$ cat config.mk
export PLATFORM = sky130hd
export DESIGN_NAME = dns_answer_rdata_extractor_flat
export DESIGN_NICKNAME = d
export VERILOG_FILES = /design/src/rtl/dare_pkg.sv /design/src/rtl/dare_msg_if.sv /design/src/rtl/dare_res_if.sv /design/src/rtl/dare_cfg_if.sv /design/src/rtl/dns_answer_rdata_extractor.sv /design/src/flat_wrapper.sv
export SDC_FILE = /design/constraint.sdc
export NUM_CORES = 1
export LEC_CHECK = 0
export BUFFER_PORTS_ARGS = -buffer_cell sky130_fd_sc_hd__buf_4
export CORE_MARGIN = 3
export CORE_UTILIZATION = 50
export DETAILED_ROUTE_END_ITERATION = 8
export PLACE_DENSITY = 0.68
export SLEW_MARGIN = 20
export SYNTH_ARGS = -nofsm -noshare
export SYNTH_HDL_FRONTEND = slang
export SYNTH_SLANG_ARGS = --single-unit
$ cat constraint.sdc
create_clock -name i_clk -period 3.8 [get_ports i_clk]
set_clock_uncertainty 0.05 [all_clocks]
set_input_delay 0.38 -clock i_clk [delete_from_list [all_inputs] [get_ports i_clk]]
set_output_delay 0.38 -clock i_clk [all_outputs]
set_load 0.1 [all_outputs]
$ cat src/rtl/dare_pkg.sv
package dare_pkg;

    // longest message that is parsed; later bytes only count toward the end
    localparam int MAX_MSG_BYTES = 8192;
    localparam int OFFSET_W      = $clog2(MAX_MSG_BYTES + 1);

    localparam logic [OFFSET_W-1:0] OFS_MAX      = OFFSET_W'(MAX_MSG_BYTES);
    localparam logic [OFFSET_W-1:0] OFS_FLAGS_LO = OFFSET_W'(3);
    localparam logic [OFFSET_W-1:0] OFS_QD_HI    = OFFSET_W'(4);
    localparam logic [OFFSET_W-1:0] OFS_QD_LO    = OFFSET_W'(5);
    localparam logic [OFFSET_W-1:0] OFS_AN_HI    = OFFSET_W'(6);
    localparam logic [OFFSET_W-1:0] OFS_AN_LO    = OFFSET_W'(7);
    localparam logic [OFFSET_W-1:0] OFS_HDR_END  = OFFSET_W'(11);

    localparam logic [7:0] PTR_MASK   = 8'hC0;
    localparam logic [7:0] RCODE_MASK = 8'h0F;

    // bytes left in the fixed answer fields, counted down from ten
    localparam logic [7:0] FIX_LEN     = 8'd10;
    localparam logic [7:0] FIX_TYPE_HI = 8'd10;
    localparam logic [7:0] FIX_TYPE_LO = 8'd9;
    localparam logic [7:0] FIX_RDL_HI  = 8'd2;
    localparam logic [7:0] FIX_RDL_LO  = 8'd1;
    localparam logic [7:0] QTAIL_LEN   = 8'd4;

    localparam logic [15:0] WANTED_TYPE_RST = 16'd16;

    typedef enum logic [3:0] {
        PH_HEADER,
        PH_NAME_LEN,
        PH_NAME_PTR,
        PH_NAME_LAB,
        PH_Q_TAIL,
        PH_A_FIX,
        PH_A_MATCH,
        PH_A_SKIP,
        PH_DONE
    } t_phase;

    typedef enum logic [1:0] {
        ST_FOUND,
        ST_RCODE,
        ST_NOMATCH,
        ST_TRUNC
    } t_status;

    typedef struct packed {
        logic       out_kind;
        logic [7:0] data_byte;
        logic [1:0] status;
        logic [3:0] rcode;
        logic       last;
    } t_result;

    localparam logic OK_RDATA  = 1'b0;
    localparam logic OK_STATUS = 1'b1;

endpackage

$ cat src/rtl/dare_msg_if.sv
interface dare_msg_if;
    logic       valid;
    logic       ready;
    logic [7:0] msg_byte;
    logic       msg_last;

    modport source (output valid, output msg_byte, output msg_last, input ready);
    modport sink   (input valid, input msg_byte, input msg_last, output ready);
endinterface

$ cat src/rtl/dare_res_if.sv
interface dare_res_if;
    logic       valid;
    logic       ready;
    logic       out_kind;
    logic [7:0] data_byte;
    logic [1:0] status;
    logic [3:0] rcode;
    logic       last;

    modport source (output valid, output out_kind, output data_byte, output status,
                    output rcode, output last, input ready);
    modport sink   (input valid, input out_kind, input data_byte, input status,
                    input rcode, input last, output ready);
endinterface

$ cat src/rtl/dare_cfg_if.sv
interface dare_cfg_if;
    logic        valid;
    logic        ready;
    logic [15:0] wanted_type;

    modport source (output valid, output wanted_type, input ready);
    modport sink   (input valid, input wanted_type, output ready);
endinterface

$ cat src/rtl/dns_answer_rdata_extractor.sv
// DNS response parser that takes one message byte per transfer on i_msg and
// returns, on o_res, the RDATA bytes of the first answer whose TYPE equals the
// configured wanted_type (reset 16), followed on the byte flagged msg_last by
// one status item: found, RCODE error (with the RCODE), no matching answer, or
// truncated/malformed. The parser then rearms for the next message. A byte is
// accepted every clock cycle while i_msg.ready is high; each byte is parsed
// combinationally by the header/name/answer state machine and yields at most
// two result items, which go into a four-entry result queue. i_msg.ready is
// low only while that queue has fewer than two free slots, so throughput is
// one byte per cycle as long as the sink takes one result per cycle. Bytes
// beyond MAX_MSG_BYTES are ignored except for msg_last. wanted_type must be
// written through i_cfg only while the block is idle; the block does not enforce this.
module dns_answer_rdata_extractor
    import dare_pkg::*;
(
    input  logic      i_clk,
    input  logic      i_rst_n,
    dare_msg_if.sink  i_msg,
    dare_cfg_if.sink  i_cfg,
    dare_res_if.source o_res
);

    localparam int QDEPTH = 4;
    localparam int QPTR_W = $clog2(QDEPTH);
    localparam int QCNT_W = $clog2(QDEPTH + 1);

    // parser state
    t_phase              r_phase,    n_phase;
    logic [OFFSET_W-1:0] r_offset,   n_offset;
    logic [7:0]          r_skip,     n_skip;
    logic [15:0]         r_qleft,    n_qleft;
    logic [15:0]         r_aleft,    n_aleft;
    logic [15:0]         r_atype,    n_atype;
    logic [15:0]         r_rdata,    n_rdata;
    t_status             r_status,   n_status;
    logic [3:0]          r_rcode,    n_rcode;
    logic [15:0]         r_wanted_type;

    // result queue
    t_result             r_fifo [QDEPTH];
    logic [QPTR_W-1:0]   r_wr_ptr;
    logic [QPTR_W-1:0]   r_rd_ptr;
    logic [QCNT_W-1:0]   r_count;

    logic        msg_xfer;
    logic        res_xfer;
    logic        emit;
    logic [7:0]  skip_dec;
    logic [15:0] q_dec;
    logic [15:0] a_dec;
    logic [15:0] rd_dec;
    logic [15:0] rd_fix;
    logic [1:0]  push_cnt;
    t_result     first_item;
    t_result     status_item;

    // room for two results guarantees a byte can always be taken
    assign i_msg.ready = (r_count <= QCNT_W'(QDEPTH - 2));
    assign i_cfg.ready = 1'b1;
    assign msg_xfer    = i_msg.valid & i_msg.ready;
    assign res_xfer    = o_res.valid & o_res.ready;

    assign skip_dec = r_skip - 8'd1;
    assign q_dec    = r_qleft - 16'd1;
    assign a_dec    = r_aleft - 16'd1;
    assign rd_dec   = r_rdata - 16'd1;
    assign rd_fix   = {r_rdata[15:8], i_msg.msg_byte};

    // next-state logic for one byte
    always_comb begin
        n_phase  = r_phase;
        n_offset = r_offset;
        n_skip   = r_skip;
        n_qleft  = r_qleft;
        n_aleft  = r_aleft;
        n_atype  = r_atype;
        n_rdata  = r_rdata;
        n_status = r_status;
        n_rcode  = r_rcode;
        emit     = 1'b0;

        if (r_offset < OFS_MAX) begin
            n_offset = r_offset + OFFSET_W'(1);
            unique case (r_phase)
                PH_HEADER: begin
                    if (r_offset == OFS_FLAGS_LO) begin
                        n_rcode = 4'(i_msg.msg_byte & RCODE_MASK);
                        if (n_rcode != 4'd0) begin
                            n_status = ST_RCODE;
                            n_phase  = PH_DONE;
                        end
                    end else if (r_offset == OFS_QD_HI) begin
                        n_qleft = {i_msg.msg_byte, 8'h00};
                    end else if (r_offset == OFS_QD_LO) begin
                        n_qleft = {r_qleft[15:8], i_msg.msg_byte};
                    end else if (r_offset == OFS_AN_HI) begin
                        n_aleft = {i_msg.msg_byte, 8'h00};
                    end else if (r_offset == OFS_AN_LO) begin
                        n_aleft = {r_aleft[15:8], i_msg.msg_byte};
                    end else if (r_offset == OFS_HDR_END) begin
                        if (r_qleft != 16'd0 || r_aleft != 16'd0) begin
                            n_phase = PH_NAME_LEN;
                        end else begin
                            n_status = ST_NOMATCH;
                            n_phase  = PH_DONE;
                        end
                    end
                end
                PH_NAME_LEN, PH_NAME_PTR: begin
                    if (r_phase == PH_NAME_LEN && i_msg.msg_byte != 8'd0) begin
                        // compression pointer or plain label length
                        if ((i_msg.msg_byte & PTR_MASK) == PTR_MASK) begin
                            n_phase = PH_NAME_PTR;
                        end else begin
                            n_skip  = i_msg.msg_byte;
                            n_phase = PH_NAME_LAB;
                        end
                    end else if (r_qleft != 16'd0) begin
                        n_skip  = QTAIL_LEN;
                        n_phase = PH_Q_TAIL;
                    end else begin
                        n_skip  = FIX_LEN;
                        n_phase = PH_A_FIX;
                    end
                end
                PH_NAME_LAB: begin
                    n_skip = skip_dec;
                    if (skip_dec == 8'd0) begin
                        n_phase = PH_NAME_LEN;
                    end
                end
                PH_Q_TAIL: begin
                    n_skip = skip_dec;
                    if (skip_dec == 8'd0) begin
                        n_qleft = q_dec;
                        if (q_dec != 16'd0 || r_aleft != 16'd0) begin
                            n_phase = PH_NAME_LEN;
                        end else begin
                            n_status = ST_NOMATCH;
                            n_phase  = PH_DONE;
                        end
                    end
                end
                PH_A_FIX: begin
                    n_skip = skip_dec;
                    if (r_skip == FIX_TYPE_HI) begin
                        n_atype = {i_msg.msg_byte, 8'h00};
                    end else if (r_skip == FIX_TYPE_LO) begin
                        n_atype = {r_atype[15:8], i_msg.msg_byte};
                    end else if (r_skip == FIX_RDL_HI) begin
                        n_rdata = {i_msg.msg_byte, 8'h00};
                    end else if (r_skip == FIX_RDL_LO) begin
                        n_rdata = rd_fix;
                        if (r_atype == r_wanted_type) begin
                            if (rd_fix == 16'd0) begin
                                n_status = ST_FOUND;
                                n_phase  = PH_DONE;
                            end else begin
                                n_phase = PH_A_MATCH;
                            end
                        end else if (rd_fix != 16'd0) begin
                            n_phase = PH_A_SKIP;
                        end else begin
                            n_aleft = a_dec;
                            if (a_dec == 16'd0) begin
                                n_status = ST_NOMATCH;
                                n_phase  = PH_DONE;
                            end else begin
                                n_phase = PH_NAME_LEN;
                            end
                        end
                    end
                end
                PH_A_MATCH: begin
                    emit    = 1'b1;
                    n_rdata = rd_dec;
                    if (rd_dec == 16'd0) begin
                        n_status = ST_FOUND;
                        n_phase  = PH_DONE;
                    end
                end
                PH_A_SKIP: begin
                    n_rdata = rd_dec;
                    if (rd_dec == 16'd0) begin
                        n_aleft = a_dec;
                        if (a_dec == 16'd0) begin
                            n_status = ST_NOMATCH;
                            n_phase  = PH_DONE;
                        end else begin
                            n_phase = PH_NAME_LEN;
                        end
                    end
                end
                default: begin
                end
            endcase
        end

        // status item reflects this byte's update, then the parser rearms
        status_item.out_kind  = OK_STATUS;
        status_item.data_byte = 8'd0;
        status_item.status    = n_status;
        status_item.rcode     = n_rcode;
        status_item.last      = 1'b1;

        if (i_msg.msg_last) begin
            n_phase  = PH_HEADER;
            n_offset = '0;
            n_skip   = 8'd0;
            n_qleft  = 16'd0;
            n_aleft  = 16'd0;
            n_atype  = 16'd0;
            n_rdata  = 16'd0;
            n_status = ST_TRUNC;
            n_rcode  = 4'd0;
        end
    end

    // rdata item goes first when a byte yields both
    always_comb begin
        first_item = status_item;
        if (emit) begin
            first_item.out_kind  = OK_RDATA;
            first_item.data_byte = i_msg.msg_byte;
            first_item.status    = 2'd0;
            first_item.rcode     = 4'd0;
            first_item.last      = 1'b0;
        end
        push_cnt = msg_xfer ? (2'(emit) + 2'(i_msg.msg_last)) : 2'd0;
    end

    always_ff @(posedge i_clk) begin
        if (!i_rst_n) begin
            r_phase       <= PH_HEADER;
            r_offset      <= '0;
            r_skip        <= 8'd0;
            r_qleft       <= 16'd0;
            r_aleft       <= 16'd0;
            r_atype       <= 16'd0;
            r_rdata       <= 16'd0;
            r_status      <= ST_TRUNC;
            r_rcode       <= 4'd0;
            r_wanted_type <= WANTED_TYPE_RST;
            r_wr_ptr      <= '0;
            r_rd_ptr      <= '0;
            r_count       <= '0;
        end else begin
            if (msg_xfer) begin
                r_phase  <= n_phase;
                r_offset <= n_offset;
                r_skip   <= n_skip;
                r_qleft  <= n_qleft;
                r_aleft  <= n_aleft;
                r_atype  <= n_atype;
                r_rdata  <= n_rdata;
                r_status <= n_status;
                r_rcode  <= n_rcode;
            end
            if (i_cfg.valid) begin
                r_wanted_type <= i_cfg.wanted_type;
            end
            r_wr_ptr <= r_wr_ptr + QPTR_W'(push_cnt);
            r_rd_ptr <= r_rd_ptr + QPTR_W'(res_xfer);
            r_count  <= r_count + QCNT_W'(push_cnt) - QCNT_W'(res_xfer);
        end
    end

    // queue payload, no reset needed
    always_ff @(posedge i_clk) begin
        if (push_cnt != 2'd0) begin
            r_fifo[r_wr_ptr] <= first_item;
        end
        if (push_cnt == 2'd2) begin
            r_fifo[r_wr_ptr + QPTR_W'(1)] <= status_item;
        end
    end

    assign o_res.valid     = (r_count != '0);
    assign o_res.out_kind  = r_fifo[r_rd_ptr].out_kind;
    assign o_res.data_byte = r_fifo[r_rd_ptr].data_byte;
    assign o_res.status    = r_fifo[r_rd_ptr].status;
    assign o_res.rcode     = r_fifo[r_rd_ptr].rcode;
    assign o_res.last      = r_fifo[r_rd_ptr].last;

endmodule
$ cat src/flat_wrapper.sv
// flat-port wrapper written by rule: the top's interface ports become plain ports
module dns_answer_rdata_extractor_flat import dare_pkg::*;
  (i_clk, i_rst_n, i_msg_valid, i_msg_msg_byte, i_msg_msg_last, i_msg_ready, i_cfg_valid, i_cfg_wanted_type, i_cfg_ready, o_res_valid, o_res_out_kind, o_res_data_byte, o_res_status, o_res_rcode, o_res_last, o_res_ready);
  dare_msg_if i_msg_i ();
  dare_cfg_if i_cfg_i ();
  dare_res_if o_res_i ();
  input  logic i_clk;
  input  logic i_rst_n;
  input wire logic [$bits(i_msg_i.valid)-1:0] i_msg_valid;
  input wire logic [$bits(i_msg_i.msg_byte)-1:0] i_msg_msg_byte;
  input wire logic [$bits(i_msg_i.msg_last)-1:0] i_msg_msg_last;
  output wire logic [$bits(i_msg_i.ready)-1:0] i_msg_ready;
  input wire logic [$bits(i_cfg_i.valid)-1:0] i_cfg_valid;
  input wire logic [$bits(i_cfg_i.wanted_type)-1:0] i_cfg_wanted_type;
  output wire logic [$bits(i_cfg_i.ready)-1:0] i_cfg_ready;
  output wire logic [$bits(o_res_i.valid)-1:0] o_res_valid;
  output wire logic [$bits(o_res_i.out_kind)-1:0] o_res_out_kind;
  output wire logic [$bits(o_res_i.data_byte)-1:0] o_res_data_byte;
  output wire logic [$bits(o_res_i.status)-1:0] o_res_status;
  output wire logic [$bits(o_res_i.rcode)-1:0] o_res_rcode;
  output wire logic [$bits(o_res_i.last)-1:0] o_res_last;
  input wire logic [$bits(o_res_i.ready)-1:0] o_res_ready;
  assign i_msg_i.valid = i_msg_valid;
  assign i_msg_i.msg_byte = i_msg_msg_byte;
  assign i_msg_i.msg_last = i_msg_msg_last;
  assign i_msg_ready = i_msg_i.ready;
  assign i_cfg_i.valid = i_cfg_valid;
  assign i_cfg_i.wanted_type = i_cfg_wanted_type;
  assign i_cfg_ready = i_cfg_i.ready;
  assign o_res_valid = o_res_i.valid;
  assign o_res_out_kind = o_res_i.out_kind;
  assign o_res_data_byte = o_res_i.data_byte;
  assign o_res_status = o_res_i.status;
  assign o_res_rcode = o_res_i.rcode;
  assign o_res_last = o_res_i.last;
  assign o_res_i.ready = o_res_ready;
  dns_answer_rdata_extractor u_core (.i_clk(i_clk), .i_rst_n(i_rst_n), .i_msg(i_msg_i), .i_cfg(i_cfg_i), .o_res(o_res_i));
endmodule
After elaboration in Yosys (flattened, before gate mapping) --
Memory sizes are Yosys's and may differ from the RTL's. A register that Yosys moved wholly into a read port is not among the register bits. Index checks and enable logic that the tools add are counted. Widths: inputs -> output; s select.
Storage, ports and cells: register bits after elaboration 119, bits in latches 0, memory bits (writable) 64, bits in read-only memories 0, input bits 30, memories 1
Operators by class: add/sub/neg operators 11, $mul 0, div/mod/pow operators 0, order comparisons 2, equality and inequality tests 46, shifts and indexed selects 0, multiplexer cells 105, bitwise operators 2, reduce and logical (&&, ||, !) cells 39
Memory list:
- u_core.r_fifo | depth 4, bits a word 16, read ports 1, clocked after Yosys merged registers in 1, write ports 2, line dns_answer_rdata_extractor.sv:40 | t_result r_fifo [QDEPTH];
Operators by type and width (number):
- $mux 16 | 28
- $mux 4 | 29
- $mux 8 | 8
- $pmux 16 s2 | 2
- $reduce_bool 16->1 | 4
- $eq 14x3->1 const B | 4
- $logic_not 16->1 | 3
- $mux 2 | 24
- $pmux 16 s3 | 1
- $sub 16x1->16 const B | 3
- $mux 14 | 2
- $pmux 4 s7 | 1
- $reduce_and 14->1 | 2
- $ne 3x2->1 const B | 8
- $ne 3x3->1 const B | 8
- $reduce_and 6->1 | 4
- $reduce_and 17->1 | 1
- $eq 16x16->1 | 1
- $eq 4x3->1 const B | 4
- $eq 8x4->1 const B | 2
- $ne 4x2->1 const B | 4
- $ne 4x3->1 const B | 4
- $pmux 8 s2 | 1
- $reduce_bool 8->1 | 2
- other kinds (32) | 55

Depth between registers and ports, before layout --
word-level depth 12, gate-level depth with buffers 13, gate-level depth less buffers 11

Least setup slack after synthesis --
Ideal clock, no wire load.
path kind reg-to-reg, from register u_core.r_count[1], to register u_core.r_aleft[2], arrival 3.817 ns, required time 3.680 ns, setup slack -0.137 ns, cell stages (with the launch flop) 10, buffers on the path 1, cell sequence dfxtp_1 > a21oi_1 > nand2_1 > a21o_1 > a31oi_1 > a21boi_0 > nand3_2 > buf_2 > or3_1 > a21oi_1
On the way: longest elaborated chain between the ends 3
Ends and longest elaborated chain:
- from (decl) | line dns_answer_rdata_extractor.sv:43 | logic [QCNT_W-1:0] r_count;
- from (signal assigned) | line dns_answer_rdata_extractor.sv:264 | r_count <= r_count + QCNT_W'(push_cnt) - QCNT_W'(res_xfer);
- $le 3x2->1 | line dns_answer_rdata_extractor.sv:58 | assign i_msg.ready = (r_count <= QCNT_W'(QDEPTH - 2));
- via i_msg_ready | line flat_wrapper.sv:12 | output wire logic [$bits(i_msg_i.ready)-1:0] i_msg_ready;
- $and 1x1->1 | line dns_answer_rdata_extractor.sv:60 | assign msg_xfer = i_msg.valid & i_msg.ready;
- $reduce_and 14->1 (no line)
- to (signal assigned) | line dns_answer_rdata_extractor.sv:253 | r_aleft <= n_aleft;
- to (decl) | line dns_answer_rdata_extractor.sv:32 | logic [15:0] r_aleft, n_aleft;
The timed path passes the listed nets, and every way through them passes these cells. A chain may end at the register's enable or synchronous reset.

==> metrics <==
PortBufs=47; setup TNS=0 ns; syn nets=1336; Synth Area in Adders=0.0259; Worst Setup Path Type=reg2reg; htree depth=4; Post-CTS Setup Repair Bufs=0; Vias=9354; clk_lat worst skew=0.44 ns; GRT Resource Usage Total=0.251; total CTS buffers=17; Slew HR=0.330; sequential cell area fraction in the yosys report=0.366; Setup WS post-layout=0.442 ns; vias per cell=5.96; CTS Root Cell=clkbuf_16; hold crit path type=in2reg; Worst VDD drop=284 uV; number of synthesized flops with an enable pin=24; cell with the most instances after synthesis=nor2_1; first-pass GRT wire length=46000 um; layout cells sized above 1=0.122; Hold Buf Count CTS=0; # nets final=1337; clk sinks=179; Max Cap Viol=0; Max Clk Rate=298 MHz; CP max FO=9; pwr/cell area=468 nW/um^2; Die X-Extent=151 um; final setup violating endpoints=0; fin util=0.570; Slew Limit Fails=0; Syn-to-layout area delta=11.0%; Synth async-reset ratio=0; 1st-pass router iterations=5; min cycle time layout=3.36 ns; Post-Layout Inst Area=11600 um^2; clk slew on worst S/H paths=0.08 ns; CP Data Required Time=4.05 ns; Hold Worst Slack=0.105 ns; Warnings, synthesis=0; num ports=49; DRC violation total after the first TritonRoute iteration=621; vias in the first global route=8829; outcome=completed; largest cells by area after synthesis=dfxtp_1 30%, nor2_1 9.0%, edfxtp_1 6.9%, a21oi_1 5.1%, xnor2_1 3.7%; wire length per cell=17.5 um; largest family of logic cells by synthesized area=simple AND/OR/NAND/NOR gates; Synth Area in Compound Gates=0.161; Core Rows=52; synthesized flop and latch total=179; placed wire-length estimate=18900 um; synth cell count leaders=250 x nor2_1, 155 x dfxtp_1, 107 x a21oi_1; die area=22700 um^2; unrepaired setup endpoints after global routing=false; area fraction of the dominant cell type after synthesis=0.297; Synth Cell Area=10500 um^2; Core ar.=20400 um^2; mux cell area share after synthesis=0.0679; # DRC=0; arrival time at the worst endpoint=3.60 ns; # diodes=0; initial antenna violation count=0; Top FF cell, synth=dfxtp_1; Placement Setup Slack=0.472 ns; Mean Syn Cell Area=8.13 um^2; CTS tree=done; GRT overflow=0; post-CTS sizing=0; Crit. End Element=flop; final count of hold timing violations=0; synth unique cells=85; Placement Cell Area=11000 um^2; Mapped Cells=1285; Chip Height=151 um; Least-Margin Pin Slew=0.995 ns; XOR/XNOR Fraction of Synth Area=0.0603; initial core utilization=0.513; gpl congestion=0.930; Static Leakage=4.29 nW; largest net degree at the start of global routing=68; Yosys top cell by area=dfxtp_1; Clock Tree Buf Depth=2; post-synthesis simple-gate area fraction=0.277; Tcrit/Tclk final=0.884; WL final=27400 um; Critical Path Source Type=flop; number of routed nets with antenna violations=0
[metal layers]
| metal | global-route usage | vias to the layer above | wire length, um |
|---|---|---|---|
| li1 | - | 4595 | - |
| met1 | 0.341 | 4421 | 12500 |
| met2 | 0.400 | 284 | 12600 |
| met3 | 0.0482 | 54 | 1510 |
| met4 | 0.0861 | 0 | 792 |
| met5 | 0 | - | 0 |
[cell usage in the layout (no fill, tap or decap), types with 5 or more instances in the layout]
cell,Yosys,layout
xnor2_1,44,44
ha_1,20,20
or4_1,6,6
o21ai_0,23,23
o31ai_1,6,6
nand2_1,98,98
o21a_1,7,7
inv_1,18,18
and2_1,9,9
nand2b_1,11,11
clkbuf_16,0,17
a21oi_1,107,106
and3_1,9,9
nor3_1,47,47
buf_4,2,73
nand4_1,20,20
dfxtp_1,155,155
nor2b_1,11,11
nor4_1,19,18
edfxtp_1,24,24
nor2_1,250,250
xor2_1,28,28
or3_1,21,21
a22oi_1,49,49
o22ai_1,10,10
a31oi_1,7,7
o211ai_1,5,5
or2_2,5,5
mux4_2,15,15
nand3_1,34,34
nor4b_1,7,5
mux2i_1,36,36
[worst paths after layout]
kind                               startpoint                                    to  slack, ns  depth (start not counted)
max            u_core.r_aleft[0]$_SDFFE_PN0P_         u_core.r_fifo[0][6]$_DFFE_PP_       0.44                         10
min                      i_cfg_wanted_type[4]  u_core.r_wanted_type[4]$_SDFFE_PN1P_       0.10                          3
max reg2reg    u_core.r_aleft[0]$_SDFFE_PN0P_         u_core.r_fifo[0][6]$_DFFE_PP_       0.44                         10
min reg2reg  u_core.r_fifo[0][0]$_SDFFE_PP1P_      u_core.r_fifo[0][0]$_SDFFE_PP1P_       0.41                          2
[state kept, by name (all words and copies together), names as in the netlist, 3 cells and up]
name                  flops
u_core.r_aleft           16
u_core.r_atype           16
u_core.r_count            3
u_core.r_fifo            60
u_core.r_offset          14
u_core.r_phase            4
u_core.r_qleft           16
u_core.r_rcode            4
u_core.r_rdata           16
u_core.r_skip             8
u_core.r_wanted_type     16
[layout make-up]
type / count / area, um^2
Clock buffer: 18 / 429
Clock inverter: 14 / 160
Fill cell: 1842 / 8760
Sequential cell: 179 / 3820
Inverter: 19 / 71.3
Timing Repair Buffer: 74 / 568
Tap cell: 270 / 338
Multi-Input combinational cell: 995 / 6210
[where the power goes]
part           internal, W  total [W]  switching, W
logic             0.000528    0.00158       0.00105
clock network     0.000888    0.00175      0.000865
registers          0.00200    0.00210     0.0000971
[logic make-up after synthesis]
| family | Yosys count |
|---|---|
| AND/OR/NAND/NOR | 587 |
| flip-flops | 179 |
| XOR/XNOR | 72 |
| multiplexers | 52 |
| adder cells (fa/ha/maj) | 21 |
| AO/OA/AOI/OAI | 262 |
| other | 1 |
| buffers and inverters | 111 |
[metrics by stage]
step                power (W)  std cells
CTS                   0.00547       1569
global route          0.00571       1569
finish                0.00543       1569
detailed placement    0.00371       1537
global placement      0.00370       1537
floorplan             0.00338       1285
[critical path: stages (launching register included)]
cell and delay [ns]:
dfxtp_1 0.38, inv_1 0.11, ha_1 0.24, or3b_1 0.45, o31ai_1 0.33, nand3_1 0.16
nor4_2 0.28, nor3b_2 0.41, nand2_1 0.13, a32oi_1 0.47, nor2b_1 0.19
Note: power is estimated with default switching activity, not from simulation.
